===== config.mk =====
export PLATFORM = sky130hd
export DESIGN_NAME = rfk_scale
export DESIGN_NICKNAME = d
export VERILOG_FILES = /design/src/rfk_pkg.sv /design/src/rfk_scale.sv
export SDC_FILE = /design/constraint.sdc
export NUM_CORES = 2
export LEC_CHECK = 0
export BUFFER_PORTS_ARGS = -buffer_cell sky130_fd_sc_hd__buf_4
export CORE_ASPECT_RATIO = 1.1
export CORE_UTILIZATION = 50
export DETAILED_ROUTE_END_ITERATION = 16
export PLACE_DENSITY = 0.76
export SETUP_SLACK_MARGIN = 0.5
export SLEW_MARGIN = 20
export SYNTH_ARGS = -nofsm -noshare
export SYNTH_HDL_FRONTEND = slang
export SYNTH_SLANG_ARGS = --single-unit

===== constraint.sdc =====
create_clock -name aclk -period 6.6 [get_ports aclk]
set_clock_uncertainty 0.1 [all_clocks]
set_input_delay 0.99 -clock aclk [delete_from_list [all_inputs] [get_ports aclk]]
set_output_delay 0.99 -clock aclk [all_outputs]
set_load 0.05 [all_outputs]

===== src/rfk_pkg.sv =====
// ----------------------------------------------------------------------------
// rfk_pkg
// Shared widths and beat types for the radial force kernel.
// ----------------------------------------------------------------------------
package rfk_pkg;

    localparam int COORD_WIDTH = 16;
    localparam int CW          = COORD_WIDTH;
    localparam int SQ_W        = 2 * CW;          // squared offset
    localparam int ROOT_W      = CW + 8;          // distance, Q.8
    localparam int RAD_W       = 2 * ROOT_W;      // radicand, d2 << 16
    localparam int REM_W       = ROOT_W + 4;      // root remainder
    localparam int NUM_W       = CW + 22;         // dividend width
    localparam int Q_W         = 15;              // unit / falloff quotient
    localparam int S_W         = 16;              // strength width
    localparam int P1_W        = 2 * Q_W;         // unit * falloff
    localparam int P2_W        = P1_W + S_W;      // * |strength|
    localparam int M_W         = P2_W - 28;       // magnitude after >> 28

    typedef struct packed {
        logic            in_range;
        logic            req;
        logic            neg_x;
        logic            neg_y;
        logic            neg_s;
        logic [S_W-1:0]  mag_s;
        logic [CW-1:0]   ax;
        logic [CW-1:0]   ay;
        logic [CW-1:0]   reach;
    } ctx_t;

    typedef struct packed {
        logic [15:0] force_x;
        logic [15:0] force_y;
        logic        applied;
        logic        recolor;
    } res_t;

endpackage


===== src/rfk_scale.sv =====
// ----------------------------------------------------------------------------
// rfk_scale
// Two multiply stages, then sign and Q8.8 saturation.
// ----------------------------------------------------------------------------
module rfk_scale (
    input  logic                     aclk,
    input  logic                     aresetn,
    input  logic                     en,
    input  logic                     in_valid,
    input  rfk_pkg::ctx_t            in_ctx,
    input  logic [rfk_pkg::Q_W-1:0]  unit_x,
    input  logic [rfk_pkg::Q_W-1:0]  unit_y,
    input  logic [rfk_pkg::Q_W-1:0]  fall,
    output logic                     out_valid,
    output rfk_pkg::res_t            out_res
);
    import rfk_pkg::*;

    logic            v1_reg, v2_reg, v3_reg;
    ctx_t            c1_reg, c2_reg;
    logic [P1_W-1:0] p1x_reg, p1y_reg;
    logic [P2_W-1:0] p2x_reg, p2y_reg;
    res_t            res_reg, res_next;

    function automatic logic [15:0] sat(input logic [M_W-1:0] m, input logic neg);
        if (neg && m != '0) begin
            if (m > M_W'(32768)) begin
                return 16'h8000;
            end
            return 16'(~m + 1'b1);
        end
        if (m > M_W'(32767)) begin
            return 16'h7fff;
        end
        return m[15:0];
    endfunction

    always_comb begin
        res_next = '0;
        if (c2_reg.in_range) begin
            res_next.force_x = sat(p2x_reg[P2_W-1:28], c2_reg.neg_x != c2_reg.neg_s);
            res_next.force_y = sat(p2y_reg[P2_W-1:28], c2_reg.neg_y != c2_reg.neg_s);
            res_next.applied = 1'b1;
            res_next.recolor = c2_reg.req;
        end
    end

    always_ff @(posedge aclk) begin
        if (!aresetn) begin
            v1_reg <= 1'b0;
            v2_reg <= 1'b0;
            v3_reg <= 1'b0;
        end else if (en) begin
            v1_reg <= in_valid;
            v2_reg <= v1_reg;
            v3_reg <= v2_reg;
        end
    end

    always_ff @(posedge aclk) begin
        if (en) begin
            c1_reg  <= in_ctx;
            p1x_reg <= unit_x * fall;
            p1y_reg <= unit_y * fall;
            c2_reg  <= c1_reg;
            p2x_reg <= p1x_reg * c1_reg.mag_s;
            p2y_reg <= p1y_reg * c1_reg.mag_s;
            res_reg <= res_next;
        end
    end

    assign out_valid = v3_reg;
    assign out_res   = res_reg;

endmodule


# Yosys cells after proc, flatten, opt, wreduce, memory -nomap -nowiden
# Index checks and enable logic that the tools add are counted.
[totals]
regBits = 215
inputBits = 118
elab_cells = 69
output_inout_bits = 35
[op_classes]
order_cmp = 4
add_sub_neg = 2
bitwise_logic = 2
multipliers = 4
reduce_logical = 4
muxes = 29
n_eq_ne = 2
[ops]
columns = ["op", "count"]
rows = [
  ["16-bit 2-to-1 mux", 12],
  ["30-bit by 16-bit multiplier with 46-bit output", 2],
  ["15-bit by 15-bit multiplier with 30-bit output", 2],
  ["18-bit by 15-bit greater-than comparator with 1-bit output (second input constant)", 2],
  ["18-bit by 16-bit greater-than comparator with 1-bit output (second input constant)", 2],
  ["18-bit nonzero test", 2],
  ["16-bit by 1-bit adder with 16-bit output (second input constant)", 2],
  ["16-bit inverter", 2],
  ["1-bit 2-to-1 mux", 16],
  ["1-bit logical AND", 2],
  ["2-bit 2-to-1 mux", 1],
  ["1-bit inequality test", 2],
]

# Longest topological paths before layout
[depth]
depth_word = 9
depth_mapped = 24
depth_no_buf = 23

# Worst setup path after synthesis
# No wires, ideal clock.
[synth_timing]
path_type = "input to register"
start = "input port unit_x[7] (netlist bit)"
end = "register p1x_reg[26], data pin"
setup_time_ns = 0.262
arrival_time_ns = 6.508
path_buffers = 1
path_stages = 21
slack_ns = -0.270
required_time_ns = 6.238
cell_sequence = "clkbuf_1 > nand2_1 > fa_1 > inv_1 > fa_1 > fa_1 > inv_1 > fa_1 > fa_1 > inv_1 > fa_1 > ha_1 > and2_1 > a21oi_1 > or4b_1 > nor3_1 > o21ai_1 > and4_1 > a2111oi_0 > o21bai_1 > xor2_1"
[synth_between]
elab_chain_cells = 1
[synth_lines]
columns = ["item", "line_no", "rtl"]
rows = [
  ["from (decl)", "rfk_scale.sv:11", "input logic [rfk_pkg::Q_W-1:0] unit_x,"],
  ["15-bit by 15-bit multiplier with 30-bit output", "rfk_scale.sv:63", "p1x_reg <= unit_x * fall;"],
  ["to (signal assigned)", "rfk_scale.sv:63", ""],
  ["to (decl)", "rfk_scale.sv:21", "logic [P1_W-1:0] p1x_reg, p1y_reg;"],
]
# Every way passes these cells.
# A chain may end at the register's enable or synchronous reset.

# Final worst setup path
[layout_timing]
start = "register c1_reg[59] (netlist bit)"
end = "register p2x_reg[44], data pin"
[layout_between]
elab_chain_cells = 1
[layout_lines]
columns = ["item", "line_no", "rtl"]
rows = [
  ["from (decl)", "rfk_scale.sv:20", "ctx_t c1_reg, c2_reg;"],
  ["from (signal assigned)", "rfk_scale.sv:62", "c1_reg <= in_ctx;"],
  ["30-bit by 16-bit multiplier with 46-bit output", "rfk_scale.sv:66", "p2x_reg <= p1x_reg * c1_reg.mag_s;"],
  ["to (signal assigned)", "rfk_scale.sv:66", ""],
  ["to (decl)", "rfk_scale.sv:22", "logic [P2_W-1:0] p2x_reg, p2y_reg;"],
]
# Every way passes these cells.

==> impl_metrics.ini <==
[cts]
hold_buffers = 0
cts_num_sinks = 159
cts.clk_slew.worst_paths_ps = 90
clockBufferDepth = 2
clk_latency_ps = 520
cts_buffers = 17
cts_tree = built
cts_root_buf = clkbuf_16
h-tree-depth = 4

[timing]
tns_ps = -214.8
worstMarginPinSlew_ps = 1064
setup_ws_ps = -70.14
post-route-min-period_ps = 6670
rsz0062_at_grt = true
fmax_ghz = 0.1499
slew_violations = 0
finalSetupViolations = 5
holdWs_ps = 321.8
period_share_pct = 101.1
slew_headroom_pct = 29.04
finalHoldViolCount = 0

[routing]
viasPerCell = 5.370
drtPass1Iterations = 11
final_antenna_net_count = 0
drc_errors = 1
detail_route.iter0.violations = 2367
wl_per_cell_um = 18.15
num_vias = 37550
routed_wl_um = 126900

[synth]
synth_fp_nets = 6965
syn_area_per_cell_sq_um = 9.283
yosys_most_used_dff = edfxtp_1
synthTopCellsByArea = fa_1, ha_1, edfxtp_1
ys_types = 70
postSynthCellCount = 5315
synth_top_area_cell = fa_1
synthArstFlopShare_pct = 0
ys_seq_elements = 159
synth_edf_count = 156
synth_sequential_area_ratio_pct = 9.616
yosys_warnings = 0
synth_area_sq_mm = 0.04934
synth_top_area_share_pct = 45.12

[floorplanning]
initial_core_util_pct = 50.56
rows = 120
pin_count = 153
die_h_um = 331.5
die_w_um = 301.5
core-area_sq_mm = 0.09759
die-area_sq_mm = 0.09994

[place]
dp_hpwl_um = 101900
gp_congestion = 0.9195
post-place-ws_ps = -362.8
place_inst = 6864
port_buffers = 104

[grt]
grt_use_total_pct = 25.75
grt_pass1_vias = 40690
grt-ovfl-total = 0
grt_max_degree = 68
grt_pass1_wl_um = 205000
antenna_found_initial = 1

[final_layout]
largest_reg_flops = 34
fin_cells = 6993
mostFrequentLayoutCells = inv_1, fa_1, nand2_1
syn_to_final_growth_pct = 17.62
fin_nets = 7349
diodes = 0
drive_gt1_share_pct = 17.02
layout_commonest_cell = inv_1

[setup_path]
path_delay_family = adder cells
slowest_delay_ps = 580
cp_slowest_cell = fa_1
cp_num_cells = 25
worstPathRequired_ps = 6760
endpoint_kind = register
arrival_ps = 6830
setup.worst_path.class = register to register
start_kind = register
reg2regPathDepth = 25
crit_path_max_fanout = 8
path_common_cell = fa_1
r2r_slack_ps = -70
crit_buf_inv = 8

[run_status]
status = finished with violations
violations = DRC, setup timing

[worst_hold_path]
hold_depth = 0
hp-class = register to register

[job]
maxCapViolCount = 0
## logic make-up (layout without fill, tap and decap cells)
kind of cell	count (synthesis)	after routing	share of synthesized area, %
AOI/OAI and AO/OA	406	406	5.290
DFF	159	159	9.616
muxes	5	5	0.1014
adders and majority gates	1532	1532	55.77
xor gates and xnor gates	96	96	1.704
and+or+nand+nor	1703	1703	16.74
buffers and inverters	1414	1811	10.77
## stage by stage
stage	area [sq um]	util [%]
after detailed placement	54610	55.96
after global routing	58030	59.46
after global placement	54610	55.96
after CTS	56400	57.79
final	58030	59.46
after floorplan	50160	-
## timing repair
| action | in CTS | in global routing |
|---|---|---|
| endpoints found under the setup margin | 54 | 62 |
| cloned | 5 | 6 |
| pin swaps | 72 | 164 |
| setup buffers | 40 | 46 |
| resized for setup | 167 | 275 |
## cell usage after synthesis (all sizes together), types with 3 or more instances
cell type  instances
o21ai             64
nand2            874
o41ai              6
nand3             33
or3b               3
a21o              77
clkbuf           250
and2             594
inv             1160
buf                3
edfxtp           156
a221oi             8
nand2b             9
xor2              29
or4                3
a311oi             7
ha               420
a31oi             11
o311ai             9
nor4               4
dfxtp              3
and3               7
or3               18
a211oi            11
o31ai              5
a21oi            139
o21bai            20
nor3              24
nand4             20
o211ai             6
mux2i              5
a21boi             6
nor2              86
fa              1112
or2                6
xnor2             67
o21a              21
nor2b             11
nand3b             3
## final cells by class
class	instances	area (sq um)
clock inverters	15	190.2
inverters	1161	4358
fillers	7889	39560
repair buffers	618	5857
flip-flops and latches	159	4745
well taps	1281	1603
multi-input cells	3742	40850
clock buffers	17	425.4
## metal layers
metal  vias up  GRT usage (%)  share of wire [%]
li1      16660              -                  -
met1     19280          33.14                 39
met2      1309          44.56                 51
met3       304          3.229                6.2
met4         0          8.833                3.8
met5         -              0                  0
## final timing paths
check,startpoint,to
max,c1_reg[59]$_DFFE_PP_,p2x_reg[44]$_DFFE_PP_
min,c1_reg[65]$_DFFE_PP_,c2_reg[65]$_DFFE_PP_
max reg2reg,c1_reg[59]$_DFFE_PP_,p2x_reg[44]$_DFFE_PP_
min reg2reg,c1_reg[65]$_DFFE_PP_,c2_reg[65]$_DFFE_PP_
Power is left out: the tool's default activity adds up to more than one toggle a clock period on the data nets, which glitch-free logic cannot reach.
