<file path="src/rfk_pkg.sv">
// ----------------------------------------------------------------------------
// rfk_pkg
// Shared widths and beat types for the radial force kernel.
// ----------------------------------------------------------------------------
package rfk_pkg;

    localparam int COORD_WIDTH = 16;
    localparam int CW          = COORD_WIDTH;
    localparam int SQ_W        = 2 * CW;          // squared offset
    localparam int ROOT_W      = CW + 8;          // distance, Q.8
    localparam int RAD_W       = 2 * ROOT_W;      // radicand, d2 << 16
    localparam int REM_W       = ROOT_W + 4;      // root remainder
    localparam int NUM_W       = CW + 22;         // dividend width
    localparam int Q_W         = 15;              // unit / falloff quotient
    localparam int S_W         = 16;              // strength width
    localparam int P1_W        = 2 * Q_W;         // unit * falloff
    localparam int P2_W        = P1_W + S_W;      // * |strength|
    localparam int M_W         = P2_W - 28;       // magnitude after >> 28

    typedef struct packed {
        logic            in_range;
        logic            req;
        logic            neg_x;
        logic            neg_y;
        logic            neg_s;
        logic [S_W-1:0]  mag_s;
        logic [CW-1:0]   ax;
        logic [CW-1:0]   ay;
        logic [CW-1:0]   reach;
    } ctx_t;

    typedef struct packed {
        logic [15:0] force_x;
        logic [15:0] force_y;
        logic        applied;
        logic        recolor;
    } res_t;

endpackage

</file>
<file path="src/rfk_front.sv">
// ----------------------------------------------------------------------------
// rfk_front
// Offsets, squares and the radius test: three register stages.
// ----------------------------------------------------------------------------
module rfk_front (
    input  logic                          aclk,
    input  logic                          aresetn,
    input  logic                          en,
    input  logic                          in_valid,
    input  logic [rfk_pkg::CW-1:0]        particle_x,
    input  logic [rfk_pkg::CW-1:0]        particle_y,
    input  logic [rfk_pkg::CW-1:0]        centre_x,
    input  logic [rfk_pkg::CW-1:0]        centre_y,
    input  logic [rfk_pkg::CW-1:0]        reach,
    input  logic signed [rfk_pkg::S_W-1:0] strength,
    input  logic                          recolor_request,
    output logic                          out_valid,
    output rfk_pkg::ctx_t                 out_ctx,
    output logic [rfk_pkg::SQ_W-1:0]      out_d2
);
    import rfk_pkg::*;

    logic             va_reg, vb_reg, vc_reg;
    ctx_t             ca_reg, cb_reg, cc_reg;
    ctx_t             ca_next, cc_next;
    logic [SQ_W-1:0]  dx2_reg, dy2_reg, r2_reg, d2_reg;
    logic [SQ_W:0]    sum;

    always_comb begin
        ca_next        = '0;
        ca_next.req    = recolor_request;
        ca_next.neg_x  = particle_x < centre_x;
        ca_next.neg_y  = particle_y < centre_y;
        ca_next.ax     = ca_next.neg_x ? centre_x - particle_x : particle_x - centre_x;
        ca_next.ay     = ca_next.neg_y ? centre_y - particle_y : particle_y - centre_y;
        ca_next.neg_s  = strength[S_W-1];
        ca_next.mag_s  = strength[S_W-1] ? S_W'(-strength) : strength;
        ca_next.reach  = reach;
    end

    always_comb begin
        sum              = {1'b0, dx2_reg} + {1'b0, dy2_reg};
        cc_next          = cb_reg;
        cc_next.in_range = (cb_reg.ax < cb_reg.reach) && (cb_reg.ay < cb_reg.reach)
                           && (sum < {1'b0, r2_reg}) && (sum != '0);
    end

    always_ff @(posedge aclk) begin
        if (!aresetn) begin
            va_reg <= 1'b0;
            vb_reg <= 1'b0;
            vc_reg <= 1'b0;
        end else if (en) begin
            va_reg <= in_valid;
            vb_reg <= va_reg;
            vc_reg <= vb_reg;
        end
    end

    always_ff @(posedge aclk) begin
        if (en) begin
            ca_reg  <= ca_next;
            cb_reg  <= ca_reg;
            dx2_reg <= ca_reg.ax * ca_reg.ax;
            dy2_reg <= ca_reg.ay * ca_reg.ay;
            r2_reg  <= ca_reg.reach * ca_reg.reach;
            cc_reg  <= cc_next;
            d2_reg  <= sum[SQ_W-1:0];
        end
    end

    assign out_valid = vc_reg;
    assign out_ctx   = cc_reg;
    assign out_d2    = d2_reg;

endmodule

</file>
<file path="config.mk">
export PLATFORM = sky130hd
export DESIGN_NAME = rfk_front
export DESIGN_NICKNAME = d
export VERILOG_FILES = /design/src/rfk_pkg.sv /design/src/rfk_front.sv
export SDC_FILE = /design/constraint.sdc
export NUM_CORES = 2
export LEC_CHECK = 0
export ABC_AREA = 1
export BUFFER_PORTS_ARGS = -buffer_cell sky130_fd_sc_hd__buf_2
export CORE_MARGIN = 2
export CORE_UTILIZATION = 35
export DETAILED_ROUTE_END_ITERATION = 7
export PLACE_DENSITY_LB_ADDON = 0.15
export SETUP_SLACK_MARGIN = 0.4
export SLEW_MARGIN = 20
export SYNTH_ARGS = -nofsm -noshare
export SYNTH_HDL_FRONTEND = slang
export SYNTH_SLANG_ARGS = --single-unit
</file>
<file path="constraint.sdc">
create_clock -name aclk -period 6.35 [get_ports aclk]
set_clock_uncertainty 0.2 [all_clocks]
set_input_delay 1.905 -clock aclk [delete_from_list [all_inputs] [get_ports aclk]]
set_output_delay 1.905 -clock aclk [all_outputs]
set_load 0.01 [all_outputs]
</file>
Yosys cells after proc, flatten, opt, wreduce, memory -nomap -nowiden
Cells that the tools add are included.
Widths: inputs -> output; s select.
{ "totals": {"regBits": 336, "latch_bits": 0, "mem_bits_rw": 0, "rom_bits": 0, "input_bits": 101, "wordCells": 54, "memories": 0} }
{ "op_classes": {"add_sub_neg": 6, "multipliers": 3, "div_mod_pow": 0, "order_cmp": 5, "n_eq_ne": 0, "n_shift": 0, "muxes": 3, "bitwise": 0, "reduce_logical": 4} }
{ "op_table": {"columns": ["cell", "n"], "rows": [
  ["$mul 16x16->32", 3],
  ["$lt 16x16->1", 4],
  ["$sub 16x16->16", 4],
  ["$add 32x32->33", 1],
  ["$lt 33x32->1", 1],
  ["$reduce_bool 33->1", 1],
  ["$mux 16", 2],
  ["$neg 16->16", 1],
  ["$mux 15", 1],
  ["$logic_and 1x1->1", 3]
]} }

Depth between registers and ports, before layout
{ "logic_depth": {"word_depth": 4, "depth_mapped": 29, "mapped_depth_nobuf": 27} }

Least setup slack after synthesis
Ideal clock, no wire load.
{ "synth_timing": {"path_kind": "register to register", "startpoint": "register ca_reg[29] (netlist bit)", "endpoint": "register dy2_reg[20], data pin", "t_arrival_ps": 5527, "path_slack_ps": 364, "path_stages_with_launch": 23, "synth_period_minus_slack_ps": 5986, "path_cell_list": "edfxtp_1 clkbuf_1 clkbuf_1 nand2_1 fa_1 fa_1 inv_1 fa_1 inv_1 fa_1 fa_1 fa_1 inv_1 ha_1 a21oi_1 inv_1 a31oi_1 o21ai_1 a21oi_1 o21ai_2 nand2_1 nand2_1 xor2_1"} }
{ "synth_between": {"elab_chain_cells": 1} }
{ "synth_rtl": {"columns": ["item", "line_no", "rtl"], "rows": [
  ["start, declared", "rfk_front.sv:24", "ctx_t ca_reg, cb_reg, cc_reg;"],
  ["start signal, assigned", "rfk_front.sv:62", "ca_reg <= ca_next;"],
  ["$mul 16x16->32", "rfk_front.sv:65", "dy2_reg <= ca_reg.ay * ca_reg.ay;"],
  ["end signal, assigned", "rfk_front.sv:65", null],
  ["end, declared", "rfk_front.sv:26", "logic [SQ_W-1:0] dx2_reg, dy2_reg, r2_reg, d2_reg;"]
]} }
Every way passes these cells.
A chain may end at the register's enable or synchronous reset.

Worst setup path in the final report
{ "layout_timing": {"startpoint": "register ca_reg[41] (netlist bit)", "endpoint": "register dx2_reg[27], data pin"} }
{ "layout_between": {"elab_chain_cells": 1} }
{ "layout_rtl": {"columns": ["item", "line_no", "rtl"], "rows": [
  ["$mul 16x16->32", "rfk_front.sv:64", "dx2_reg <= ca_reg.ax * ca_reg.ax;"],
  ["end signal, assigned", "rfk_front.sv:64", null],
  ["end, declared", "rfk_front.sv:26", null]
]} }
Every way passes these cells.

==> metrics.log <==
[metrics] run status: completed
[metrics] period utilisation layout: 91.4%
[metrics] worst setup timing slack at the placement stage: 164 ps
[metrics] pin count of the biggest net entering global routing: 97
[metrics] Initial Utilization: a little over a third
[metrics] area growth from synthesis to layout: 16.0%
[metrics] Cells on Worst Hold Path: 0
[metrics] first-pass detailed-route iteration total: 5
[metrics] average wire per cell in the routed design: around 15 um
[metrics] top cells by area in the synthesized netlist: fa_1 (25%), edfxtp_1 (25%), ha_1 (14%)
[metrics] vertical extent of the die: around 340 um
[metrics] required time of the critical path: ~6500 ps
[metrics] Post-synth EDFFs: ~330
[metrics] total CTS buffers: 44
[metrics] post-synthesis async set-or-reset flop share: 0%
[metrics] number of flip-flops and latches in the synthesized netlist: 330
[metrics] CTS Root Cell: clkbuf_16
[metrics] sum of negative setup slack: 0 ps
[metrics] Slew headroom: 50.8%
[metrics] flip-flop count of the largest register after layout: ~70
[metrics] number of levels the H-tree was split into: 2
[metrics] number of distinct library cells after synthesis: 57
[metrics] number of hold-repair buffers added at the cts stage: 0
[metrics] Achievable Freq: 172 MHz
[metrics] average via count per standard cell: 4.55
[metrics] final instance area: between 40,000 and 50,000 um2
[metrics] length in cells of the worst reg-to-reg path: 20
[metrics] PortBufs: 202
[metrics] routed wire length: 97,900 um
[metrics] most frequent cells after synthesis: inv_1 (1,192), nand2_1 (908), fa_1 (493)
[metrics] placed wire-length estimate after detailed placement: approximately 80,000 um
[metrics] # nets final: around 5,800
[metrics] vias in the first global route: 29,800
[metrics] HP Class: reg -> reg
[metrics] total track usage: 17.2%
[metrics] number of ports placed on the die boundary: 203
[metrics] critical path start-end classification: reg -> reg
[metrics] number of antenna violations at the first check in global routing: 3
[metrics] share of the synthesized area in the top cell type: 24.9%
[metrics] residual antenna-violating net count after detailed routing: 0
[metrics] Std-Cell Core Area: 112,000 um2
[metrics] total overflow reported by the global router: 0
[metrics] max-cap violations: 0
[metrics] area fraction in compound gates after synthesis: roughly 6%
[metrics] cell accounting for the most synthesized area: fa_1
[metrics] Chip Width: roughly 340 um
[metrics] num rows: 123
[metrics] total inserted antenna cells: 0
[metrics] final routed DRC violation total: 0
[metrics] CTS tree: done
[metrics] pin slew with the least headroom to its limit: 738 ps
[metrics] smallest setup slack after layout: roughly 540 ps
[metrics] maximum fanout count along the critical path: 8
[metrics] post-layout min period: around 5800 ps
[metrics] Die ar.: 116,000 um2
[metrics] ratio of cells with drive above 1 in the final layout: 14.5%
[metrics] TritonCTS sink count: 330
[metrics] netlist area before placement: 39,600 um2
[metrics] Pins Over Slew Limit: 0
[metrics] final count of hold timing violations: 0
[metrics] number of DRC violations after detailed-routing iteration 0: 1,524
[metrics] most repeated cell in the gate-level netlist after synthesis: inv_1
[metrics] kind of start point of the critical path: register
[metrics] most used flip-flop cell after synthesis: edfxtp_1
[metrics] Synthesis Warnings: 0
[metrics] final standard cell count with taps included and fillers excluded: 6,329
[metrics] worst-case clock buffer depth: 3
[metrics] Setup crit end kind: register
[metrics] cell total after placement: ~6,000
[metrics] average size of a mapped cell: 8.86 um2
[metrics] post-synthesis share of cell area spent on and, or, nand and nor gates: around 14%
[metrics] weighted congestion reported at the end of routability-driven placement: between 0.8 and 0.9
[metrics] xor and xnor fraction of the mapped netlist area: 3.39%
[metrics] total setup violations reported at the end of the flow: 0
[metrics] combinational family with the most area after synthesis: adder cells
[metrics] unrepaired setup endpoints after global routing: true
[metrics] net count after synthesis: 5,514
[metrics] synthesized instance count: 4,465
[metrics] post-CTS clock slew at the launch and capture registers of the worst setup and hold paths: 60 ps
[metrics] clock insertion delay at the later pin of the skew report: 600 ps
[metrics] number of vias after detailed routing: 28,800
[metrics] Cell Area, Placed: 42,600 um2
[metrics] first-pass GRT wire length: 160,000 um
[metrics] portion of netlist area occupied by mux cells: less than 1%
[metrics] arithmetic-cell share of the synthesized area counting full adders, half adders and majority gates: 39.3%
[metrics] Arrival @ worst endpoint: 5990 ps
[metrics] sequential share of the synthesized area: 25.0%
-- cell families (layout without fill, tap and decap cells) --
family                   count (synthesis)  in the layout
buffers and inverters                 1306           1670
flip-flops                             330            330
AO/OA/AOI/OAI                          402            402
AND/OR/NAND/NOR                       1324           1324
adder cells (fa/ha/maj)                948            948
XOR/XNOR                               153            153
multiplexers                             2              2
-- layout by cell type (no fill, tap or decap), drive strengths merged, types with 11 or more instances in the layout --
cell       n
a21oi    203
a31oi     11
nand2    946
a21o      21
buf      382
nor2     205
ha       455
nand4     22
fa       493
nor3      35
xor2     107
nand3b    13
edfxtp   327
o21bai    22
xnor2     46
clkbuf    56
o21ai    102
inv     1217
nand3     87
-- path summary, 6_finish.rpt --
check | startpoint | endpoint | slack (ps)
setup / recovery | ca_reg[41] | dx2_reg[27] | 540
hold / removal | ca_reg[63] | cb_reg[63] | 210
setup reg to reg | ca_reg[41] | dx2_reg[27] | 540
hold reg to reg | ca_reg[63] | cb_reg[63] | 210
-- critical path: stages (launching register included) --
cell	delay (ps)
edfxtp_1	380
buf_4	160
buf_12	130
buf_4	160
nand2_2	90
inv_1	60
fa_1	550
inv_1	60
fa_1	500
inv_1	60
fa_1	570
fa_1	450
fa_2	580
ha_4	210
ha_4	290
nand4_1	140
nor3_2	240
nand4_1	170
nand3_4	130
a21o_1	150
xor2_1	300
-- area by class of cell --
| type | count | area, um2 |
|---|---|---|
| clock buffer | 56 | 1210 |
| sequential | 330 | 9880 |
| timing repair buffer | 382 | 2580 |
| tap | 1500 | 1880 |
| inverter | 1207 | 4530 |
| fill | 11500 | 66400 |
| clock inverter | 25 | 294 |
| multi-input combinational | 2829 | 25600 |
-- timing repair --
| action | in CTS | in global routing |
|---|---|---|
| buffers inserted | 56 | 55 |
| hold endpoints to repair | 0 | 0 |
| resized for setup | 18 | 187 |
| endpoints found under the setup margin | 37 | 51 |
| pin swaps | 2 | 74 |
-- metrics by stage --
stage	util (%)	hold WS (ps)
finish	40.9	212
global route	40.9	222
CTS	39.8	218
detailed placement	38.0	205
global placement	38.0	201
floorplan	-	200
-- metal layers --
layer / vias to the layer above / global-route usage (%) / share of wire (%)
met3: 57 / 2.09 / 4.3
met2: 474 / 28.3 / 46
li1: 14300 / - / -
met4: 0 / 2.62 / 1.3
met1: 14000 / 24.8 / 48
met5: - / 0 / 0
Power is not shown: default switching activity piles up to over one toggle a cycle in this logic, so the estimate is an artifact.
