$ cat src/rfk_pkg.sv
// ----------------------------------------------------------------------------
// rfk_pkg
// Shared widths and beat types for the radial force kernel.
// ----------------------------------------------------------------------------
package rfk_pkg;

    localparam int COORD_WIDTH = 16;
    localparam int CW          = COORD_WIDTH;
    localparam int SQ_W        = 2 * CW;          // squared offset
    localparam int ROOT_W      = CW + 8;          // distance, Q.8
    localparam int RAD_W       = 2 * ROOT_W;      // radicand, d2 << 16
    localparam int REM_W       = ROOT_W + 4;      // root remainder
    localparam int NUM_W       = CW + 22;         // dividend width
    localparam int Q_W         = 15;              // unit / falloff quotient
    localparam int S_W         = 16;              // strength width
    localparam int P1_W        = 2 * Q_W;         // unit * falloff
    localparam int P2_W        = P1_W + S_W;      // * |strength|
    localparam int M_W         = P2_W - 28;       // magnitude after >> 28

    typedef struct packed {
        logic            in_range;
        logic            req;
        logic            neg_x;
        logic            neg_y;
        logic            neg_s;
        logic [S_W-1:0]  mag_s;
        logic [CW-1:0]   ax;
        logic [CW-1:0]   ay;
        logic [CW-1:0]   reach;
    } ctx_t;

    typedef struct packed {
        logic [15:0] force_x;
        logic [15:0] force_y;
        logic        applied;
        logic        recolor;
    } res_t;

endpackage

$ cat src/rfk_sqrt.sv
// ----------------------------------------------------------------------------
// rfk_sqrt
// Pipelined digit-by-digit square root, one root bit per stage.
// ----------------------------------------------------------------------------
module rfk_sqrt (
    input  logic                        aclk,
    input  logic                        aresetn,
    input  logic                        en,
    input  logic                        in_valid,
    input  rfk_pkg::ctx_t               in_ctx,
    input  logic [rfk_pkg::SQ_W-1:0]    in_d2,
    output logic                        out_valid,
    output rfk_pkg::ctx_t               out_ctx,
    output logic [rfk_pkg::ROOT_W-1:0]  out_dist
);
    import rfk_pkg::*;

    logic              v_reg    [ROOT_W];
    ctx_t              ctx_reg  [ROOT_W];
    logic [RAD_W-1:0]  rad_reg  [ROOT_W];
    logic [REM_W-1:0]  rem_reg  [ROOT_W];
    logic [ROOT_W-1:0] root_reg [ROOT_W];

    for (genvar k = 0; k < ROOT_W; k++) begin : g_stage
        logic              v_in;
        ctx_t              ctx_in;
        logic [RAD_W-1:0]  rad_in;
        logic [REM_W-1:0]  rem_in, rem_sh, trial, rem_next;
        logic [ROOT_W-1:0] root_in, root_next;

        if (k == 0) begin : g_first
            assign v_in    = in_valid;
            assign ctx_in  = in_ctx;
            assign rad_in  = {in_d2, 16'b0};
            assign rem_in  = '0;
            assign root_in = '0;
        end else begin : g_next
            assign v_in    = v_reg[k-1];
            assign ctx_in  = ctx_reg[k-1];
            assign rad_in  = rad_reg[k-1];
            assign rem_in  = rem_reg[k-1];
            assign root_in = root_reg[k-1];
        end

        always_comb begin
            rem_sh = {rem_in[REM_W-3:0], rad_in[2*(ROOT_W-1-k)+1 -: 2]};
            trial  = REM_W'({root_in, 2'b01});
            if (rem_sh >= trial) begin
                rem_next  = rem_sh - trial;
                root_next = {root_in[ROOT_W-2:0], 1'b1};
            end else begin
                rem_next  = rem_sh;
                root_next = {root_in[ROOT_W-2:0], 1'b0};
            end
        end

        always_ff @(posedge aclk) begin
            if (!aresetn) begin
                v_reg[k] <= 1'b0;
            end else if (en) begin
                v_reg[k] <= v_in;
            end
        end

        always_ff @(posedge aclk) begin
            if (en) begin
                ctx_reg[k]  <= ctx_in;
                rad_reg[k]  <= rad_in;
                rem_reg[k]  <= rem_next;
                root_reg[k] <= root_next;
            end
        end
    end

    assign out_valid = v_reg[ROOT_W-1];
    assign out_ctx   = ctx_reg[ROOT_W-1];
    assign out_dist  = root_reg[ROOT_W-1];

endmodule

$ cat config.mk
export PLATFORM = sky130hd
export DESIGN_NAME = rfk_sqrt
export DESIGN_NICKNAME = d
export VERILOG_FILES = /design/src/rfk_pkg.sv /design/src/rfk_sqrt.sv
export SDC_FILE = /design/constraint.sdc
export NUM_CORES = 2
export LEC_CHECK = 0
export BUFFER_PORTS_ARGS = -buffer_cell sky130_fd_sc_hd__buf_2
export CAP_MARGIN = 40
export CORE_ASPECT_RATIO = 1.2
export CORE_MARGIN = 3
export CORE_UTILIZATION = 55
export DETAILED_ROUTE_END_ITERATION = 8
export MAX_ROUTING_LAYER = met4
export PLACE_DENSITY = 0.71
export SLEW_MARGIN = 25
export SYNTH_ARGS = -nofsm -noshare
export SYNTH_HDL_FRONTEND = slang
export SYNTH_SLANG_ARGS = --single-unit
$ cat constraint.sdc
create_clock -name aclk -period 4.3 [get_ports aclk]
set_clock_uncertainty 0.05 [all_clocks]
set_input_delay 0.86 -clock aclk [delete_from_list [all_inputs] [get_ports aclk]]
set_output_delay 0.86 -clock aclk [all_outputs]
set_load 0.005 [all_outputs]
* Word level (Yosys, flattened, before mapping)
Memory sizes are Yosys's and may differ from the RTL's. Index checks and enable logic that the tools add are counted.
Cells by class: add/sub/neg operators 24, multiply operators 0, divide/modulo/power cells 0, $lt $le $gt $ge 24, eq/ne operators 0, shifts and indexed selects 0, muxes and demuxes 77, bitwise gates (word level) 24, reduce and logical (&&, ||, !) cells 0
Operators with widths (count):
- 28-bit two-way mux | 24
- 28-bit by 26-bit >= comparator with 1-bit output | 23
- 28-bit by 26-bit subtractor with 28-bit output | 23
- 1-bit two-way mux | 53
- 1-bit bitwise OR | 24
- 2-bit by 1-bit subtractor with 3-bit output, second input constant | 1
- 2-bit by 1-bit >= comparator with 1-bit output, second input constant | 1
Storage, ports and cells: bits in registers 0, bits in latches 0, bits in writable memories 4080, ROM bits 0, bits of input ports 105, word-level logic and storage cells 154, memories kept 5
Memories:
- ctx_reg | depth 24, bits a word 69, read ports 24, clocked after Yosys merged registers in 0, wr ports 24, line rfk_sqrt.sv:19 | ctx_t ctx_reg [ROOT_W];
- rad_reg | depth 24, bits a word 48, read ports 23, clocked after Yosys merged registers in 0, wr ports 24, line rfk_sqrt.sv:20 | logic [RAD_W-1:0] rad_reg [ROOT_W];
- rem_reg | depth 24, bits a word 28, read ports 23, clocked after Yosys merged registers in 0, wr ports 24, line rfk_sqrt.sv:21 | logic [REM_W-1:0] rem_reg [ROOT_W];
- root_reg | depth 24, bits a word 24, read ports 24, clocked after Yosys merged registers in 0, wr ports 24, line rfk_sqrt.sv:22 | logic [ROOT_W-1:0] root_reg [ROOT_W];
- v_reg | depth 24, bits a word 1, read ports 24, clocked after Yosys merged registers in 0, wr ports 24, line rfk_sqrt.sv:18 | logic v_reg [ROOT_W];

* Longest topological paths before layout
word-level depth 4, depth in mapped cells 14, gate-level depth less buffers 13

* Worst setup path after synthesis
Ideal clock, no wire load.
path type flip-flop to flip-flop, start mem rem_reg[2][28] (netlist bit), end mem rem_reg[2][69] (netlist bit) (data pin), setup time 0.260 ns, arrival 3.485 ns, data required time 3.990 ns, setup slack 0.505 ns, cell stages (with the launch flop) 11, cells stage by stage edfxtp_1 > ha_1 > fa_1 > a21o_1 > a21oi_1 > o211ai_1 > a221oi_1 > o211ai_1 > a211oi_1 > clkbuf_1 > mux2_2
RTL lines (line):
- start: declaration | rfk_sqrt.sv:21

==> results.json <==
{
  "synth_top_area_share_pct": 78.6,
  "start_util_pct": 55.7,
  "grt_use_met2_pct": 31.6,
  "rsz0062_at_grt": "no",
  "peakVddDrop_mv": 0.450,
  "grt.met3_usage_pct": 3.30,
  "clk_path_buf_depth": 4,
  "synth_area_leaders": "edfxtp_1 (79%), ha_1 (3.7%), xnor2_1 (1.9%)",
  "critPathSlowestCell": "a2111oi_0",
  "yosys_most_used_dff": "edfxtp_1",
  "synth_xor_area_share_pct": 3.54,
  "maxCapViolations": 0,
  "worstSetupStartpointType": "flop",
  "tightest_slew_ns": 0.977,
  "worstSkewPairLatency_ns": 0.90,
  "required_ns": 4.90,
  "use_met1_pct": 18.1,
  "final_cell_count_no_fill": 9457,
  "place_hpwl_um": 109000,
  "hold_class": "input pin to flop",
  "totalWireLength_um": 166000,
  "grtUsageTotal_pct": 17.4,
  "core_mm2": 0.190,
  "placementRows": 175,
  "synthAdderAreaFrac_pct": 3.80,
  "cts_tree": "yes",
  "synth_edf_count": 2775,
  "crit_fanout": 5,
  "path_class": "flop to flop",
  "crit_buf_inv": 0,
  "vias": 50700,
  "synth-simple-area-share_pct": 5.87,
  "synth_top_family_by_area": "simple AND/OR/NAND/NOR gates",
  "slew_headroom_pct": 34.9,
  "busiest_layer": "met2",
  "end_kind": "flop",
  "finalCriticalPeriod_ns": 4.00,
  "grt_pass1_wl_um": 266000,
  "synth-compound-area-share_pct": 5.22,
  "fin_area_mm2": 0.120,
  "antenna_left": 0,
  "crit_family": "compound AO/OA/AOI/OAI gates",
  "first_pass_iters": 5,
  "pwr_density_cell_mw_per_mm2": 528,
  "yosys.area.top_type": "edfxtp_1",
  "die-area_mm2": 0.198,
  "finalSetupViolations": 0,
  "routabilityCongestion": 0.910,
  "area_delta_synth_final_pct": 13.1,
  "grt-ovfl-total": 0,
  "timing.final.crit_share_pct": 93.0,
  "avgSynthCellArea_um2": 16.9,
  "post_cts_buffers": 0,
  "cts-root-buf": "clkbuf_16",
  "status": "finished, final reports clean",
  "largest_register_ffs": 1656,
  "antenna_found_initial": 6,
  "io_buffer_count": 198,
  "clk_pin_slew_ns": 0.06,
  "seq_area_frac_synth_pct": 78.6,
  "p_leak_nw": 43.9,
  "cp_cell_sequence": "ha_1 > fa_1 > a211oi_1 > nor2_1 > o21ai_0 > o22ai_1 > a31o_2 > and3b_1 > a2111oi_0 > xnor2_1 > mux2_2",
  "finalSetupTns_ns": 0,
  "grt_pass1_vias": 52400,
  "num-nets-final": 7201,
  "die_height_um": 487,
  "drv_slew": 0,
  "ys_warn_count": 0,
  "synth-seq-cells": 2776,
  "dp_cells": 8923,
  "netlist-cell-type-count": 80,
  "netlist_area_mm2": 0.106,
  "hold_viol": 0,
  "htree_levels": 5,
  "io_pins": 199,
  "cts_sinks": 2776,
  "fmax_mhz": 250,
  "drc": 0,
  "cp.arrival_ns": 4.60,
  "ctsResizeCount": 0,
  "place_area_mm2": 0.110,
  "synth.area.mux_share_pct": 0.686,
  "drtIter0Drc": 3233,
  "synth_nets": 6710,
  "layout-drive-gt1-share_pct": 11.2,
  "nFillCells": 13300,
  "cpPeakStageDelay_ns": 0.63,
  "grt_max_degree": 169,
  "final_util_pct": 62.9,
  "fp.dieW_um": 407,
  "ys_async_sr_fraction_pct": 0,
  "wl_per_cell_um": 17.5,
  "cts_buffers": 287,
  "avgViaCountPerCell": 5.36,
  "netlist_instances": 6287
}
## cells by family after synthesis
logic type      after synthesis
xor+xnor                    428
mux                          65
flops                      2776
compound gates              894
other cells                   1
simple gates               1244
fa+ha+maj                   318
buf+inv                     561
## worst register-to-register path, cell delays in order (launching register included)
cell and delay (ns):
edfxtp_1 0.48, ha_1 0.29, fa_1 0.44, a211oi_1 0.27, nor2_1 0.10, o21ai_0 0.39, o22ai_1 0.23, a31o_2 0.33
and3b_1 0.17, a2111oi_0 0.63, xnor2_1 0.12, mux2_2 0.28
## timing repair
action,4_1_cts,5_1_grt
endpoints found under the setup margin,0,0
endpoints found under the hold margin,41,0
hold buffers,41,0
## worst paths after layout
| kind | startpoint | cells after the start | to | slack [ns] |
|---|---|---|---|---|
| setup / recovery | rem_reg[2][140]$_SDFFCE_PP0P_ | 11 | rem_reg[2][190]$_DFFE_PP_ | 0.30 |
| hold / removal | in_ctx[27] | 1 | ctx_reg[0][27]$_DFFE_PP_ | 0.09 |
| setup reg to reg | rem_reg[2][140]$_SDFFCE_PP0P_ | 11 | rem_reg[2][190]$_DFFE_PP_ | 0.30 |
| hold reg to reg | ctx_reg[0][158]$_DFFE_PP_ | 0 | ctx_reg[0][227]$_DFFE_PP_ | 0.33 |
## layer usage
metal / routed length (um) / share of wire [%]
met4: 7940 / 4.8
met3: 6450 / 3.9
met2: 90900 / 55
met5: 0 / 0
met1: 60600 / 37
## cells in the mapped netlist, types with 7 or more instances
master and number:
nand2_1 309, nand2b_1 58, o21bai_1 26, o31ai_1 32, ha_1 311, a2111oi_0 11
clkbuf_1 66, nor2_1 294, buf_2 7, a21boi_0 22, nor4_1 58, xor2_1 204
a21oi_1 272, nand4_1 29, a31oi_1 25, a21o_1 99, o21ai_0 224, and2_1 16
edfxtp_1 2775, o211ai_1 21, inv_1 409, or4_1 37, o2111ai_1 8, nand3_1 69
buf_4 71, nand4b_1 11, mux2_2 61, or3_1 48, xnor2_1 224, nor3_1 135
a211o_1 8, and3_1 59, nor2b_1 45, o21a_1 62, nand3b_1 16, a211oi_1 25
fa_1 7, or2_2 22, nor3b_1 7
## final cells by class
type,count,area [um^2],share of cell area [%]
clock buffers,353,7660,6.39
repair buffers,352,2640,2.20
inverters,411,1540,1.29
diodes,2,5.00,0.00417
multi-input cells,2950,20300,16.9
flip-flops and latches,2776,83300,69.5
well taps,2478,3100,2.59
clock inverters,135,1310,1.09
## through the flow
stage | setup WS (ns) | total power [mW] | hold slack, ns
3_5_place_dp | 0.352 | 40.2 | 0.355
4_1_cts | 0.366 | 64.1 | 0.000880
2_1_floorplan | 0.505 | 38.0 | 0.350
3_3_place_gp | 0.417 | 40.0 | 0.350
5_1_grt | 0.244 | 66.2 | 0.0116
6_report | 0.302 | 63.3 | 0.0860
## cell usage in the layout, fill, tap and decap left out, drive strengths merged, types with 9 or more instances in the layout
master	n
nor4	58
nand2b	58
a2111oi	11
nand2	309
and3	59
nand4b	11
and2	16
nand3	69
dlygate4sd3	41
a21boi	23
o211ai	21
o21bai	26
buf	309
o21ai	229
nor3	137
clkinv	99
nor2b	45
bufinv	26
clkinvlp	9
nand4	29
nor2	294
a31oi	25
or2	24
ha	311
clkbuf	354
o31ai	32
or3	50
mux2	61
a211oi	25
nand3b	16
inv	412
xor2	204
a21oi	272
a21o	99
edfxtp	2775
xnor2	224
o21a	62
or4	40
## report_power, final
group | total, mW | internal, mW | switching [mW]
clock network | 23.6 | 14.1 | 9.47
registers | 33.7 | 32.6 | 1.10
logic | 6.04 | 2.59 | 3.46
Power figures use the tool's default switching activity.
