**src/rfk_pkg.sv**
```systemverilog
// ----------------------------------------------------------------------------
// rfk_pkg
// Shared widths and beat types for the radial force kernel.
// ----------------------------------------------------------------------------
package rfk_pkg;

    localparam int COORD_WIDTH = 16;
    localparam int CW          = COORD_WIDTH;
    localparam int SQ_W        = 2 * CW;          // squared offset
    localparam int ROOT_W      = CW + 8;          // distance, Q.8
    localparam int RAD_W       = 2 * ROOT_W;      // radicand, d2 << 16
    localparam int REM_W       = ROOT_W + 4;      // root remainder
    localparam int NUM_W       = CW + 22;         // dividend width
    localparam int Q_W         = 15;              // unit / falloff quotient
    localparam int S_W         = 16;              // strength width
    localparam int P1_W        = 2 * Q_W;         // unit * falloff
    localparam int P2_W        = P1_W + S_W;      // * |strength|
    localparam int M_W         = P2_W - 28;       // magnitude after >> 28

    typedef struct packed {
        logic            in_range;
        logic            req;
        logic            neg_x;
        logic            neg_y;
        logic            neg_s;
        logic [S_W-1:0]  mag_s;
        logic [CW-1:0]   ax;
        logic [CW-1:0]   ay;
        logic [CW-1:0]   reach;
    } ctx_t;

    typedef struct packed {
        logic [15:0] force_x;
        logic [15:0] force_y;
        logic        applied;
        logic        recolor;
    } res_t;

endpackage

```
**src/rfk_div.sv**
```systemverilog
// ----------------------------------------------------------------------------
// rfk_div
// Three restoring dividers side by side: unit x, unit y and falloff,
// one quotient bit per stage.
// ----------------------------------------------------------------------------
module rfk_div (
    input  logic                        aclk,
    input  logic                        aresetn,
    input  logic                        en,
    input  logic                        in_valid,
    input  rfk_pkg::ctx_t               in_ctx,
    input  logic [rfk_pkg::ROOT_W-1:0]  in_dist,
    output logic                        out_valid,
    output rfk_pkg::ctx_t               out_ctx,
    output logic [rfk_pkg::Q_W-1:0]     unit_x,
    output logic [rfk_pkg::Q_W-1:0]     unit_y,
    output logic [rfk_pkg::Q_W-1:0]     fall
);
    import rfk_pkg::*;

    logic              v_reg   [Q_W];
    ctx_t              ctx_reg [Q_W];
    logic [ROOT_W-1:0] du_reg  [Q_W];
    logic [ROOT_W-1:0] df_reg  [Q_W];
    logic [NUM_W-1:0]  rx_reg  [Q_W];
    logic [NUM_W-1:0]  ry_reg  [Q_W];
    logic [NUM_W-1:0]  rf_reg  [Q_W];
    logic [Q_W-1:0]    qx_reg  [Q_W];
    logic [Q_W-1:0]    qy_reg  [Q_W];
    logic [Q_W-1:0]    qf_reg  [Q_W];

    function automatic logic [NUM_W:0] div_step(input logic [NUM_W-1:0] rem,
                                                input logic [ROOT_W-1:0] den,
                                                input int unsigned sh);
        logic [NUM_W-1:0] d;
        d = NUM_W'(den) << sh;
        if (rem >= d) begin
            return {1'b1, rem - d};
        end
        return {1'b0, rem};
    endfunction

    for (genvar k = 0; k < Q_W; k++) begin : g_stage
        logic              v_in;
        ctx_t              ctx_in;
        logic [ROOT_W-1:0] du_in, df_in;
        logic [NUM_W-1:0]  rx_in, ry_in, rf_in;
        logic [Q_W-1:0]    qx_in, qy_in, qf_in;
        logic [NUM_W:0]    sx, sy, sf;

        if (k == 0) begin : g_first
            logic [ROOT_W-1:0] big_r;
            assign big_r  = {in_ctx.reach, 8'b0};
            assign v_in   = in_valid;
            assign ctx_in = in_ctx;
            assign du_in  = in_dist;
            assign df_in  = big_r;
            assign rx_in  = {in_ctx.ax, 22'b0};
            assign ry_in  = {in_ctx.ay, 22'b0};
            assign rf_in  = {big_r - in_dist, 14'b0};
            assign qx_in  = '0;
            assign qy_in  = '0;
            assign qf_in  = '0;
        end else begin : g_next
            assign v_in   = v_reg[k-1];
            assign ctx_in = ctx_reg[k-1];
            assign du_in  = du_reg[k-1];
            assign df_in  = df_reg[k-1];
            assign rx_in  = rx_reg[k-1];
            assign ry_in  = ry_reg[k-1];
            assign rf_in  = rf_reg[k-1];
            assign qx_in  = qx_reg[k-1];
            assign qy_in  = qy_reg[k-1];
            assign qf_in  = qf_reg[k-1];
        end

        always_comb begin
            sx = div_step(rx_in, du_in, Q_W - 1 - k);
            sy = div_step(ry_in, du_in, Q_W - 1 - k);
            sf = div_step(rf_in, df_in, Q_W - 1 - k);
        end

        always_ff @(posedge aclk) begin
            if (!aresetn) begin
                v_reg[k] <= 1'b0;
            end else if (en) begin
                v_reg[k] <= v_in;
            end
        end

        always_ff @(posedge aclk) begin
            if (en) begin
                ctx_reg[k] <= ctx_in;
                du_reg[k]  <= du_in;
                df_reg[k]  <= df_in;
                rx_reg[k]  <= sx[NUM_W-1:0];
                ry_reg[k]  <= sy[NUM_W-1:0];
                rf_reg[k]  <= sf[NUM_W-1:0];
                qx_reg[k]  <= {qx_in[Q_W-2:0], sx[NUM_W]};
                qy_reg[k]  <= {qy_in[Q_W-2:0], sy[NUM_W]};
                qf_reg[k]  <= {qf_in[Q_W-2:0], sf[NUM_W]};
            end
        end
    end

    assign out_valid = v_reg[Q_W-1];
    assign out_ctx   = ctx_reg[Q_W-1];
    assign unit_x    = qx_reg[Q_W-1];
    assign unit_y    = qy_reg[Q_W-1];
    assign fall      = qf_reg[Q_W-1];

endmodule

```
**config.mk**
```make
export PLATFORM = sky130hd
export DESIGN_NAME = rfk_div
export DESIGN_NICKNAME = d
export VERILOG_FILES = /design/src/rfk_pkg.sv /design/src/rfk_div.sv
export SDC_FILE = /design/constraint.sdc
export NUM_CORES = 2
export LEC_CHECK = 0
export ABC_CLOCK_PERIOD_IN_PS = 9600
export BUFFER_PORTS_ARGS = -buffer_cell sky130_fd_sc_hd__clkbuf_2
export CORE_MARGIN = 3
export CORE_UTILIZATION = 40
export CTS_CLUSTER_SIZE = 20
export DETAILED_ROUTE_END_ITERATION = 8
export SLEW_MARGIN = 10
export SYNTH_ARGS = -nofsm -noshare
export SYNTH_HDL_FRONTEND = slang
export SYNTH_MEMORY_MAX_BITS = 65536
export SYNTH_SLANG_ARGS = --single-unit
```
**constraint.sdc**
```tcl
create_clock -name aclk -period 9.6 [get_ports aclk]
set_clock_uncertainty 0.15 [all_clocks]
set_input_delay 0 -clock aclk [delete_from_list [all_inputs] [get_ports aclk]]
set_output_delay 0 -clock aclk [all_outputs]
set_load 0.02 [all_outputs]
```
# --- Word-level counts from Yosys, hierarchy flattened ---
# Memory sizes are Yosys's and may differ from the RTL's.
# Index checks and enable logic that the tools add are counted.
classes:
  add_sub_neg: 46
  n_lt_le_gt_ge: 45
  n_mux: 155
  bitwise: 15
ops:
  columns: ["op", "n"]
  rows:
  - ["39-bit two-way mux", 90]
  - ["38-bit by 24-bit greater-or-equal comparator with 1-bit output", 3]
  - ["38-bit by 25-bit greater-or-equal comparator with 1-bit output", 3]
  - ["38-bit by 26-bit greater-or-equal comparator with 1-bit output", 3]
  - ["38-bit by 27-bit greater-or-equal comparator with 1-bit output", 3]
  - ["38-bit by 28-bit greater-or-equal comparator with 1-bit output", 3]
  - ["38-bit by 29-bit greater-or-equal comparator with 1-bit output", 3]
  - ["38-bit by 30-bit greater-or-equal comparator with 1-bit output", 3]
  - ["38-bit by 31-bit greater-or-equal comparator with 1-bit output", 3]
  - ["38-bit by 32-bit greater-or-equal comparator with 1-bit output", 3]
  - ["38-bit by 33-bit greater-or-equal comparator with 1-bit output", 3]
  - ["38-bit by 34-bit greater-or-equal comparator with 1-bit output", 3]
  - ["38-bit by 35-bit greater-or-equal comparator with 1-bit output", 3]
  - ["38-bit by 36-bit greater-or-equal comparator with 1-bit output", 3]
  - ["38-bit by 37-bit greater-or-equal comparator with 1-bit output", 3]
  - ["38-bit greater-or-equal comparator", 3]
  - ["38-bit by 24-bit subtractor with 38-bit output", 3]
  - ["38-bit by 25-bit subtractor with 38-bit output", 3]
  - ["38-bit by 26-bit subtractor with 38-bit output", 3]
  - ["38-bit by 27-bit subtractor with 38-bit output", 3]
  - ["38-bit by 28-bit subtractor with 38-bit output", 3]
  - ["38-bit by 29-bit subtractor with 38-bit output", 3]
  - ["38-bit by 30-bit subtractor with 38-bit output", 3]
  - ["38-bit by 31-bit subtractor with 38-bit output", 3]
  - ["10 further kinds", 102]
totals:
  register_bits: 0
  ramBits: 4155
  input_bits: 97
  output_inout_bits: 115
  wordCells: 271
  memories: 10
memory_table:
  columns: ["name", "words", "word_bits", "rd", "rd_clocked_by_memory_dff", "write_ports", "line_no", "source"]
  rows:
  - ["ctx_reg", 15, 69, 15, 0, 15, "rfk_div.sv:22", "ctx_t ctx_reg [Q_W];"]
  - ["rf_reg", 15, 38, 14, 0, 15, "rfk_div.sv:27", "logic [NUM_W-1:0] rf_reg [Q_W];"]
  - ["rx_reg", 15, 38, 14, 0, 15, "rfk_div.sv:25", "logic [NUM_W-1:0] rx_reg [Q_W];"]
  - ["ry_reg", 15, 38, 14, 0, 15, "rfk_div.sv:26", "logic [NUM_W-1:0] ry_reg [Q_W];"]
  - ["df_reg", 15, 24, 14, 0, 15, "rfk_div.sv:24", "logic [ROOT_W-1:0] df_reg [Q_W];"]
  - ["du_reg", 15, 24, 14, 0, 15, "rfk_div.sv:23", "logic [ROOT_W-1:0] du_reg [Q_W];"]
  - ["+4 memories", null, null, null, null, null, null, null]

# --- Depth between registers and ports, before layout ---
logic_depth:
  depth_word: 4
  ltp_mapped: 19
  mapped_depth_nobuf: 19

# --- Worst setup path after synthesis ---
# Ideal clock, no wire load.
synth_timing:
  kind: "input-to-reg"
  from: "input in_dist[4] (netlist bit)"
  to: "memory rf_reg[0][29] (netlist bit), data pin"
  setup_time_ps: 262
  arrival_ps: 3408
  required_time_ps: 9188
  slack_ps: 5780
  cell_stages: 15
  path_buffers: 1
  path_cell_list: "or4_4 > nor4b_4 > xnor2_1 > ha_1 > fa_1 > nor2b_1 > o21ai_0 > a21oi_1 > or4_1 > a21oi_1 > a21oi_1 > a211oi_1 > o21ai_2 > buf_4 > mux2_1"
synth_rtl:
  columns: ["item", "line_no", "source"]
  rows:
  - ["start: declaration", "rfk_div.sv:12", "input logic [rfk_pkg::ROOT_W-1:0] in_dist,"]
  - ["end: declaration", "rfk_div.sv:27", null]

==> run summary <==
Antenna Violating Nets Remaining = 0
Synthesized Nets = 13500
Setup violations, final = 0
Count leader, synth = edfxtp_1
Synth area leader = edfxtp_1
Setup TNS = 0 ns
Final cycle utilization of the critical path = 57.4%
WS Path Type = in2reg
# nets final = 14000
Num rows = 224
Port bufs = 211
Max Cap Viol = 0
Crit end category = register
Least-Margin Pin Slew = 1.18 ns
DR iter-0 viols = 6175
Pin count of the biggest net entering global routing = 183
Number of CTS-inserted buffers = 329
Synthesized area = 0.150 mm^2
Vias = 93200
Worst EP required = 10.14 ns
Yosys cell types = 98
Synth warn = 0
RSZ-0062 raised after global routing = no
Critical Path AT = 6.05 ns
Synth-to-layout area growth = 12.8%
Fillers = 33800
Tmin final = 5.51 ns
CORE AREA = 0.373 mm^2
Post-synthesis async set-or-reset flop share = 0%
Total grt overflow = 0
CTS resizes = 0
Crit-path cells = dlygate4sd3_1 > dlygate4sd3_1 > clkbuf_2 > dlygate4sd3_1 > inv_1 > ha_1 > nor4b_4 > xnor2_1 > ha_1 > fa_1 > nor2b_1 > o21ai_0 > a21oi_1 > or4_1 > a21oi_1 > a21oi_1 > a211oi_1 > o21ai_2 > mux2_2
Sequential area share after synthesis = 58.9%
Commonest cells in the netlist = edfxtp_1 (2942), nand2_1 (966), ha_1 (958)
Routability cong. = 0.901
GRT Util Overall = 17.0%
Pre-antenna DRT Iters = 6
Clk sinks = 2943
Worst hold path type = in2reg
Synth top area cells = edfxtp_1 (59%), ha_1 (8.0%), o21ai_0 (3.0%), a21oi_1 (3.0%), xnor2_1 (2.9%)
PD cells = 291 mW/mm^2
Max H-tree Level = 5
Slowest CP cell = o21ai_2
Worst-Skew Late Latency = 0.98 ns
Hpwl dp = 247 mm
Final slew viol count = 0
#FFs+latches synth = 2943
Drt drc = 0
Sequential Power Share = 40.2%
Largest fanout on the critical path = 23
Total power = 49.3 mW
Status = completed
CTS tree = yes
Die area = 0.383 mm^2
Max Root-Sink Buffers = 4
Hold Vio Cnt, Final = 0
F_max = 182 MHz
Comb pwr share = 34.9%
Internal Power = 32.5 mW
Mapped Cells = 12400
DR WL/cell = 18.3 um
Die Span Y = 619 um
Fin util = 45.4%
First-pass GRT wire length = 519 mm
Layout cells sized above 1 = 7.55%
Switching Share = 34.0%
Vias in the first global route = 92500
Clock power share = 24.9%
Hold_ws = 0.0663 ns
Antenna violations before repair = 7
Top_reg_cell synth = edfxtp_1
Clock root buffer = clkbuf_16
Starting Density = 40.2%
Startpoint Class = input pin
Slowest Stage Delay on Critical Path = 0.87 ns
Vias per cell = 5.14
Worst-path clk slew = 0.06 ns
Top Ports = 212
Yosys top cell area share = 58.9%
Drt total wl = 331 mm
Die X = 619 um
Max-slew headroom = 20.8%
Switching pwr = 16.7 mW
EDFF count, synth = 2942
Max reg flops = 1035
Leak = 64.6 nW
Mean Syn Cell Area = 12.1 um^2
VDD IR max = 161 uV
timing repair:
item / in CTS / in global routing
hold endpoints to repair: 985 / 0
buffers inserted: 0 / 0
hold buffers: 196 / 0
cell families (layout without fill, tap and decap cells):
kind of cell | after synthesis | in the layout | share of synthesized area (%)
buf+inv | 1182 | 1928 | 3.15
other cells | 0 | 3 | 0
fa+ha+maj | 998 | 998 | 8.52
simple gates | 3081 | 3081 | 9.93
mux | 146 | 146 | 1.09
xor+xnor | 987 | 987 | 5.76
compound gates | 3088 | 3088 | 12.7
flops | 2943 | 2943 | 58.9
worst max-delay path, delay by kind of cell:
family / cells / cell delay [ns]
AOI/OAI and AO/OA: 6 / 1.57
xor gates and xnor gates: 1 / 0.22
adders and majority gates: 3 / 0.99
buffers and inverters: 5 / 2.05
muxes: 1 / 0.42
and+or+nand+nor: 3 / 0.79
placed cells by master (no fill, tap or decap), types with 87 or more instances in the layout:
master	instances
nand4_1	120
mux2_2	136
dlygate4sd3_1	196
clkbuf_16	332
o21ai_0	908
nand2b_1	180
clkbuf_2	210
or3_1	87
ha_1	958
and3_1	95
xor2_1	484
inv_1	863
nand2_1	966
nor2_1	711
nor2b_1	161
a21o_1	416
xnor2_1	503
nand3_1	193
nor4_1	103
nor3_1	214
o21a_1	125
a21oi_1	900
edfxtp_1	2942
routing by layer:
layer	up-vias	GRT usage (%)	share of wire (%)	routed length [um]
li1	47000	-	-	-
met1	43800	21.2	43	143000
met2	1748	29.8	49	162000
met3	626	2.11	3.3	11000
met4	0	7.19	4.6	15200
met5	-	0	0	0
power by group through the flow:
stage	clock network, mW	registers (mW)	logic (mW)
5_1_grt	13.2	20.1	19.3
6_report	12.3	19.8	17.2
4_1_cts	12.7	19.8	17.2
2_1_floorplan	0	19.2	13.0
3_3_place_gp	0	20.1	16.9
3_5_place_dp	0	20.1	17.0
path summary, 6_finish.rpt:
path	from	endpoint	slack, ns	depth (start not counted)
min reg2reg	qx_reg[0][106]$_DFFE_PP_	qx_reg[1][2]$_DFFE_PP_	0.21	0
min	en	ctx_reg[0][60]$_DFFE_PP_	0.07	2
max	in_dist[0]	rf_reg[0][25]$_DFFE_PP_	4.09	19
max reg2reg	du_reg[1][56]$_DFFE_PP_	ry_reg[1][148]$_DFFE_PP_	4.80	11
metrics by stage:
step	setup slack (ns)	area (um^2)	std cells
floorplan	5.78	150000	12400
global placement	4.57	157000	17400
detailed placement	4.74	157000	17400
CTS	4.20	169000	18100
global route	3.72	169000	18100
finish	4.09	169000	18100
layout make-up:
cell class	count	area [um^2]	area share [%]
multi-input cells	8300	57100	33.8
repair buffers	473	3710	2.19
clock inverters	177	1930	1.14
diodes	3	7.51	0.00444
flip-flops and latches	2943	88400	52.2
well taps	4972	6220	3.68
clock buffers	412	8640	5.10
inverters	866	3250	1.92
Power figures use the tool's default switching activity.
